### src/hw/rtl/rfhu_pkg.sv
`default_nettype none

package rfhu_pkg;

  // parser phase; the spare code falls back to header handling
  typedef enum logic [1:0] {
    PH_HEADER = 2'd0,
    PH_FIRST  = 2'd1,
    PH_SECOND = 2'd2
  } phase_t;

  localparam int unsigned WORD_BITS   = 32;
  localparam int unsigned PAIRS_BITS  = 8;
  localparam int unsigned COUNT_BITS  = 9;
  localparam int unsigned MODULE_BITS = 4;
  localparam int unsigned CABLE_BITS  = 4;
  localparam int unsigned ADDR_BITS   = 5;
  localparam int unsigned CHAN_BITS   = 5;
  localparam int unsigned CAL_BITS    = 4;
  localparam int unsigned CLOCK_BITS  = 6;
  localparam int unsigned TIME_BITS   = 12;
  localparam int unsigned CHARGE_BITS = 12;

  // hit fields that do not depend on the index width
  typedef struct packed {
    logic [MODULE_BITS-1:0] module_id;
    logic [CABLE_BITS-1:0]  cable_id;
    logic [ADDR_BITS-1:0]   converter_addr;
    logic [CHAN_BITS-1:0]   channel;
    logic [CAL_BITS-1:0]    cal_bits;
    logic [CLOCK_BITS-1:0]  clock_count;
    logic [TIME_BITS-1:0]   time_value;
    logic [CHARGE_BITS-1:0] charge_value;
  } hit_t;

endpackage

`default_nettype wire

### src/hw/rtl/rfhu_parser.sv
`default_nettype none

module rfhu_parser #(
  parameter int unsigned HIT_INDEX_BITS = 16
) (
  input  wire logic                                clk,
  input  wire logic                                rst_n,
  input  wire logic                                word_take,
  input  wire logic [rfhu_pkg::WORD_BITS-1:0]      data_word,
  input  wire logic                                buffer_end,
  output      logic                                hit_valid,
  output      rfhu_pkg::hit_t                      hit,
  output      logic [HIT_INDEX_BITS-1:0]           hit_index
);

  rfhu_pkg::phase_t                        phase_r, phase_nxt;
  logic [rfhu_pkg::PAIRS_BITS-1:0]         pairs_left_r, pairs_left_nxt;
  logic [rfhu_pkg::MODULE_BITS-1:0]        frame_module_r, frame_module_nxt;
  logic [rfhu_pkg::CABLE_BITS-1:0]         frame_cable_r, frame_cable_nxt;
  logic [rfhu_pkg::WORD_BITS-1:0]          held_word_r;
  logic [HIT_INDEX_BITS-1:0]               hit_cnt_r, hit_cnt_nxt;
  logic [rfhu_pkg::COUNT_BITS-1:0]         word_count;
  logic [rfhu_pkg::COUNT_BITS-1:0]         count_less_one;

  assign word_count     = data_word[rfhu_pkg::COUNT_BITS-1:0];
  // pairs after the first one: ceil(count/2) - 1 == (count - 1) / 2
  assign count_less_one = word_count - rfhu_pkg::COUNT_BITS'(1);

  // next state
  always_comb begin
    phase_nxt        = phase_r;
    pairs_left_nxt   = pairs_left_r;
    frame_module_nxt = frame_module_r;
    frame_cable_nxt  = frame_cable_r;
    hit_cnt_nxt      = hit_cnt_r;
    if (word_take) begin
      unique case (phase_r)
        rfhu_pkg::PH_FIRST: begin
          phase_nxt = rfhu_pkg::PH_SECOND;
        end
        rfhu_pkg::PH_SECOND: begin
          if (!(&hit_cnt_r)) begin
            hit_cnt_nxt = hit_cnt_r + HIT_INDEX_BITS'(1);
          end
          if (pairs_left_r == '0) begin
            phase_nxt = rfhu_pkg::PH_HEADER;
          end else begin
            pairs_left_nxt = pairs_left_r - rfhu_pkg::PAIRS_BITS'(1);
            phase_nxt      = rfhu_pkg::PH_FIRST;
          end
        end
        default: begin
          frame_module_nxt = data_word[31:28];
          frame_cable_nxt  = data_word[27:24];
          if (word_count == '0) begin
            phase_nxt      = rfhu_pkg::PH_HEADER;
            pairs_left_nxt = '0;
          end else begin
            pairs_left_nxt = count_less_one[rfhu_pkg::COUNT_BITS-1:1];
            phase_nxt      = rfhu_pkg::PH_FIRST;
          end
        end
      endcase
      if (buffer_end) begin
        phase_nxt      = rfhu_pkg::PH_HEADER;
        pairs_left_nxt = '0;
        hit_cnt_nxt    = '0;
      end
    end
  end

  always_ff @(posedge clk) begin
    if (!rst_n) begin
      phase_r        <= rfhu_pkg::PH_HEADER;
      pairs_left_r   <= '0;
      frame_module_r <= '0;
      frame_cable_r  <= '0;
      hit_cnt_r      <= '0;
    end else begin
      phase_r        <= phase_nxt;
      pairs_left_r   <= pairs_left_nxt;
      frame_module_r <= frame_module_nxt;
      frame_cable_r  <= frame_cable_nxt;
      hit_cnt_r      <= hit_cnt_nxt;
    end
  end

  always_ff @(posedge clk) begin
    if (word_take && phase_r == rfhu_pkg::PH_FIRST) begin
      held_word_r <= data_word;
    end
  end

  // outputs
  always_comb begin
    hit_valid = 1'b0;
    unique case (phase_r)
      rfhu_pkg::PH_SECOND: hit_valid = word_take;
      default:             hit_valid = 1'b0;
    endcase
  end

  always_comb begin
    hit.module_id      = frame_module_r;
    hit.cable_id       = frame_cable_r;
    hit.converter_addr = held_word_r[31:27];
    hit.channel        = held_word_r[26:22];
    hit.cal_bits       = held_word_r[21:18];
    hit.clock_count    = ~held_word_r[17:12];
    hit.time_value     = ~held_word_r[11:0];
    hit.charge_value   = data_word[11:0];
    hit_index          = hit_cnt_r;
  end

endmodule

`default_nettype wire

### src/hw/rtl/readout_frame_hit_unpacker.sv
// a word that completes a pair shows its hit on out_* in the cycle after its acceptance
// throughput: one readout word per cycle while in_stall is low, set by the single result register
// in_stall is high only while a result is held and out_stall is high
// reset (rst_n low, synchronous) returns the parser to header, clears the hit index
// and empties the result register
`default_nettype none

module readout_frame_hit_unpacker #(
  parameter int unsigned HIT_INDEX_BITS = 16
) (
  input  wire logic                                clk,
  input  wire logic                                rst_n,
  input  wire logic                                in_valid,
  output      logic                                in_stall,
  input  wire logic [rfhu_pkg::WORD_BITS-1:0]      in_data_word,
  input  wire logic                                in_buffer_end,
  output      logic                                out_valid,
  input  wire logic                                out_stall,
  output      logic [rfhu_pkg::MODULE_BITS-1:0]    out_module_id,
  output      logic [rfhu_pkg::CABLE_BITS-1:0]     out_cable_id,
  output      logic [rfhu_pkg::ADDR_BITS-1:0]      out_converter_addr,
  output      logic [rfhu_pkg::CHAN_BITS-1:0]      out_channel,
  output      logic [rfhu_pkg::CAL_BITS-1:0]       out_cal_bits,
  output      logic [rfhu_pkg::CLOCK_BITS-1:0]     out_clock_count,
  output      logic [rfhu_pkg::TIME_BITS-1:0]      out_time_value,
  output      logic [rfhu_pkg::CHARGE_BITS-1:0]    out_charge_value,
  output      logic [HIT_INDEX_BITS-1:0]           out_hit_index
);

  logic                      res_load;
  logic                      word_take;
  logic                      hit_valid;
  rfhu_pkg::hit_t            hit;
  logic [HIT_INDEX_BITS-1:0] hit_index;
  logic                      out_valid_r, out_valid_nxt;
  rfhu_pkg::hit_t            res_r;
  logic [HIT_INDEX_BITS-1:0] res_index_r;

  // result register is free when empty or being taken this cycle
  assign res_load  = !out_valid_r || !out_stall;
  assign in_stall  = !res_load;
  assign word_take = in_valid && res_load;

  rfhu_parser #(
    .HIT_INDEX_BITS (HIT_INDEX_BITS)
  ) u_parser (
    .clk        (clk),
    .rst_n      (rst_n),
    .word_take  (word_take),
    .data_word  (in_data_word),
    .buffer_end (in_buffer_end),
    .hit_valid  (hit_valid),
    .hit        (hit),
    .hit_index  (hit_index)
  );

  always_comb begin
    out_valid_nxt = out_valid_r;
    if (res_load) begin
      out_valid_nxt = hit_valid;
    end
  end

  always_ff @(posedge clk) begin
    if (!rst_n) begin
      out_valid_r <= 1'b0;
    end else begin
      out_valid_r <= out_valid_nxt;
    end
  end

  always_ff @(posedge clk) begin
    if (res_load && hit_valid) begin
      res_r       <= hit;
      res_index_r <= hit_index;
    end
  end

  assign out_valid          = out_valid_r;
  assign out_module_id      = res_r.module_id;
  assign out_cable_id       = res_r.cable_id;
  assign out_converter_addr = res_r.converter_addr;
  assign out_channel        = res_r.channel;
  assign out_cal_bits       = res_r.cal_bits;
  assign out_clock_count    = res_r.clock_count;
  assign out_time_value     = res_r.time_value;
  assign out_charge_value   = res_r.charge_value;
  assign out_hit_index      = res_index_r;

endmodule

`default_nettype wire

### config.mk
export PLATFORM = sky130hd
export DESIGN_NAME = readout_frame_hit_unpacker
export DESIGN_NICKNAME = d
export VERILOG_FILES = /design/src/hw/rtl/rfhu_pkg.sv /design/src/hw/rtl/rfhu_parser.sv /design/src/hw/rtl/readout_frame_hit_unpacker.sv
export SDC_FILE = /design/constraint.sdc
export NUM_CORES = 1
export LEC_CHECK = 0
export ABC_AREA = 1
export ABC_CLOCK_PERIOD_IN_PS = 2950
export BUFFER_PORTS_ARGS = -buffer_cell sky130_fd_sc_hd__buf_2
export CAP_MARGIN = 20
export CORE_MARGIN = 2
export CORE_UTILIZATION = 45
export DETAILED_ROUTE_END_ITERATION = 16
export PLACE_DENSITY_LB_ADDON = 0.3
export SLEW_MARGIN = 20
export SYNTH_ARGS = -nofsm -noshare
export SYNTH_HDL_FRONTEND = slang
export SYNTH_SLANG_ARGS = --single-unit
### constraint.sdc
create_clock -name clk -period 2.95 [get_ports clk]
set_input_delay 0.1475 -clock clk [delete_from_list [all_inputs] [get_ports clk]]
set_output_delay 0.1475 -clock clk [all_outputs]
set_load 0.01 [all_outputs]
Word-level counts from Yosys, hierarchy flattened:

Index checks and enable logic that the tools add are counted.

* input port bits: 37
* output and inout bits: 70
* register bits: 135

* add/sub/neg operators: 3
* muxes and demuxes: 12
* equal/unequal tests: 5
* bitwise gates (word level): 3
* reductions and logical operators: 15

Operators with widths (count)
* $mux W16: 3
* $mux W8: 3
* $add A16 B1 Y16 const B: 1
* $pmux W8 S2: 1
* $reduce_and A16 Y1: 1
* $not A12 Y12: 1
* $logic_not A9 Y1: 1
* $sub A9 B1 Y9 const B: 1
* $logic_not A8 Y1: 1
* $sub A8 B1 Y8 const B: 1
* $not A6 Y6: 1
* $reduce_and A3 Y1: 2
* $ne A2 B2 Y1 const B: 2
* $pmux W2 S2: 1
* $logic_and A1 B1 Y1: 3
* $logic_not A1 Y1: 3
* $mux W1: 3
* $ne A3 B3 Y1 const B: 1
* $eq A2 B1 Y1 const B: 1
* $eq A2 B2 Y1 const B: 1
* $mux W2: 1
* $reduce_and A2 Y1: 1
* $reduce_bool A2 Y1: 1
* $reduce_or A2 Y1: 1
* 2 further kinds: 2

Logic depth before layout (Yosys ltp):

* depth in word-level cells: 5
* depth in mapped cells: 9
* mapped depth without buffers: 9

By module:

Synthesis repeated with hierarchy kept, for this count alone.

* cell total of the unflattened synthesis: 527
* area, all modules: 5537.8 µm²

By module, submodules not included
* rfhu_parser: cells each 450, area each 3433.3 µm², seq. area each 1641.6 µm², times used 1
* readout_frame_hit_unpacker: cells each 77, area each 2104.5 µm², seq. area each 2062.0 µm², times used 1

Least setup slack after synthesis:

Ideal clock, no wire load.

* path type: register to register
* from: register u_parser.phase_r[0]
* to: register u_parser.hit_cnt_r[4], in the netlist u_parser.hit_index[4]
* arrival: 2.441 ns
* buffers on the path: 1
* path slack: 0.441 ns
* stages on the path, launching flop included: 10
* period minus slack after synthesis: 2.509 ns
* library setup time: 0.067 ns
* path through: dfxtp_1 > inv_1 > ha_1 > inv_2 > nor2_4 > nand2_2 > nand2_4 > buf_8 > nand2_1 > a21oi_2

* word-level cells in the longest chain between the ends: 3

Ends and longest elaborated chain
* from (decl): line rfhu_parser.sv:16 `rfhu_pkg::phase_t phase_r, phase_nxt;`
* from (signal assigned): line rfhu_parser.sv:74 `phase_r <= rfhu_pkg::PH_HEADER;`
* from (signal assigned): line rfhu_parser.sv:80 `phase_r <= phase_nxt;`
* $eq A2 B2 Y1: line rfhu_parser.sv:37 `unique case (phase_r)`
* $reduce_bool A2 Y1 (no source line)
* $reduce_and A3 Y1 (no source line)
* to (signal assigned): line rfhu_parser.sv:84 `hit_cnt_r <= hit_cnt_nxt;`
* to (decl): line rfhu_parser.sv:21 `logic [HIT_INDEX_BITS-1:0] hit_cnt_r, hit_cnt_nxt;`

No other way between the ends.
A chain may end at the register's enable or synchronous reset.

Final worst setup path:

* from: register u_parser.phase_r[0]
* to: register res_index_r[4], in the netlist out_hit_index[4] (enable)

* word-level cells in the longest chain between the ends: 3

Ends and longest elaborated chain
* $eq A2 B2 Y1: line rfhu_parser.sv:97 `unique case (phase_r)`
* $mux W1: line rfhu_parser.sv:97
* $logic_and A1 B1 Y1: line readout_frame_hit_unpacker.sv:73 `if (res_load && hit_valid) begin`
* to (signal assigned): line readout_frame_hit_unpacker.sv:75 `res_index_r <= hit_index;`
* to (decl): line readout_frame_hit_unpacker.sv:37 `logic [HIT_INDEX_BITS-1:0] res_index_r;`

No other way between the ends.

==> metrics.txt <==
via count 3932; Pins Over Slew Limit 0; final cell count without fillers 805; post-synth cell types 27; CP Capture Type flop; vias in the first global route 3850; area grow syn2layout 30.6%; cts hold-fix bufs 33; Initial DRC Count 332; Max Cap Viol 0; TritonCTS Buffers 17; sequential share of the synthesized area 68.6%; P_leak roughly 0.0028 uW; largest net degree at the start of global routing 34; peak supply drop roughly 0.00033 V; layout cells sized above 1 24.8%; final antenna-violating net count 0; Critical Path Start Type flop; Hold Path Depth 5; syn_nets 538; vias per cell roughly 4.9; critical path type reg2reg; WHS Endpoint out_valid; Reg power frac 46.6%; CTS tree built; Final setup viols 0; clock sinks approximately 140; DR pass1 iterations 4; Vert. Die Dim 113 um; Pwr Density 633 mW/mm2; Final Hold Fails 0; gr ovfl total 0; sw frac 20.2%; clock skew between 10 and 15 ps; RSZ-0062 raised after global routing false; combinational fraction of design power 4.9%; postcts setup bufs 0; Placed Area 0.00610 mm2; Clock transition at path regs 60 ps; commonest cells after routing, fill and taps aside 106 x buf_2, 101 x nand2_1, 100 x edfxtp_1, 60 x inv_1, 58 x nor2_1; Hold/Removal Path Class in2reg; most common cell after layout, fill and taps aside buf_2; # DRC 0; Arr. time, crit path 2010 ps; cells after synthesis 494; critical path peak fanout 33; Total GRT Usage 18.9%; # rows 39; design area 0.00704 mm2; f_max 512 MHz; number of diodes 0; fin nets approximately 700; IO Pins 107; Root Driver clkbuf_16; setup_tns 0 ps; Max-slew headroom 43.0%; post-detailed-placement half-perimeter wirelength approximately 7.5 mm; Netlist Area Pre-Place 0.00540 mm2; die width 113 um; reg2reg path depth 5; routed wire length 11.6 mm; Tcrit/Tclk final between 60% and 70%; die area 0.0129 mm2; clock share of power 48.5%; Final GP Congestion around 0.85; WL per Instance 14.4 um; worst r2r src u_parser.phase_r[0]; clock tree buffer depth 2; hold slack final 88.1 ps; Hold Path Origin out_stall; first-pass GRT wire length 18.8 mm; flops & latches, synth between 100 and 150; H-tree levels 4; Worst-Skew Late Latency 420 ps; Worst Tran Pin Value approximately 850 ps; post-route minimum period 1950 ps; Avg Cell Area, Syn 10.9 um2; r2r setup slk ~1000 ps; sw power approximately 900 uW; Pint 3560 uW; status finished clean; number of buffers inserted by port buffering 106; Worst EP required 3000 ps; Synth warnings 0; dpl cells 741; Worst R2R End out_hit_index[4]; antenna violations before repair 0; CTS resizes 0; Initial Util 46.7%; Core Region between 0.01 and 0.015 mm2
==> worst max-delay path by stage <==
stage	from	end	slack, ps	depth (start not counted)
final	u_parser.phase_r[0]	out_hit_index[4]	1000	5
after floorplan	u_parser.phase_r[0]	u_parser.hit_index[4]	440	9
after CTS	u_parser.phase_r[0]	out_hit_index[4]	970	5
after global routing	u_parser.phase_r[0]	out_hit_index[4]	810	5
after global placement	u_parser.phase_r[0]	out_channel[0]	1040	5
after detailed placement	u_parser.phase_r[0]	out_converter_addr[4]	990	5
==> sequential cells by signal (all words and copies together) (netlist names) <==
name	cells
u_parser.frame_module_r	4
out_charge_value	12
u_parser.frame_cable_r	4
out_clock_count	6
out_converter_addr	5
out_cal_bits	4
u_parser.phase_r	2
out_hit_index	16
u_parser.pairs_left_r	8
out_time_value	12
u_parser.hit_index	16
out_channel	5
u_parser.held_word_r	32
out_module_id	4
out_cable_id	4
out_valid	1
==> power by group through the flow <==
| stage | Sequential [uW] | Combinational [uW] | Clock [uW] |
|---|---|---|---|
| 3_5_place_dp | 2110 | 183 | 0 |
| 3_3_place_gp | 2110 | 178 | 0 |
| 4_1_cts | 2070 | 218 | 2200 |
| 6_report | 2070 | 219 | 2160 |
| 5_1_grt | 2080 | 245 | 2300 |
| 2_1_floorplan | 2110 | 110 | 0 |
==> worst max-delay path, stage by stage, from the launching register on <==
cell     delay (ps)
dfxtp_1         330
inv_1            60
ha_1            290
inv_2           170
nor2_4          270
buf_4           450
==> routing by layer <==
layer  up-vias  part of all wire (%)  track usage, %
met1      1854                    45            23.8
met3        10                   4.1            5.10
met2       106                    50            31.5
met5         -                     0               0
met4         0                   1.2            6.99
li1       1962                     -               -
==> final cells by class <==
type	instances	area [um2]
Tap cell	143	179
Multi-Input combinational cell	288	1420
Inverter	66	248
Sequential cell	135	3700
Clock inverter	13	180
Fill cell	898	4520
Clock buffer	18	429
Timing Repair Buffer	142	883
==> Yosys cell counts <==
cell,n,area share (%)
nand2_1,101,7.0
edfxtp_1,100,56
inv_1,60,4.2
nor2_1,59,4.1
nand3_1,42,3.9
dfxtp_1,35,13
a21oi_1,29,2.7
o21ai_0,15,1.4
ha_1,7,1.6
a21oi_2,5,0.81
inv_2,5,0.35
nand2_2,5,0.58
clkbuf_1,4,0.28
nand4_1,4,0.46
nor2_4,4,0.83
xor2_1,4,0.65
o21bai_1,3,0.42
nor2_2,2,0.23
nor3_1,2,0.19
a21o_1,1,0.14
a21oi_4,1,0.30
buf_8,1,0.28
clkinv_1,1,0.070
nand2_4,1,0.21
nand3_2,1,0.19
nand3_4,1,0.32
nor3b_1,1,0.14
==> through the flow <==
| stage | worst slack, ps | util [%] | total power, uW |
|---|---|---|---|
| 2_1_floorplan | 441 | - | 2220 |
| 3_3_place_gp | 1040 | 52.8 | 2290 |
| 3_5_place_dp | 993 | 52.8 | 2300 |
| 4_1_cts | 973 | 60.9 | 4500 |
| 5_1_grt | 810 | 60.9 | 4620 |
| 6_report | 995 | 60.9 | 4460 |
==> cells by family after synthesis <==
family	share of synthesized area [%]
simple gates	18.2
flops	68.6
buf+inv	5.15
compound gates	5.75
fa+ha+maj	1.62
xor+xnor	0.649
Note: power is estimated with default switching activity, not from simulation.
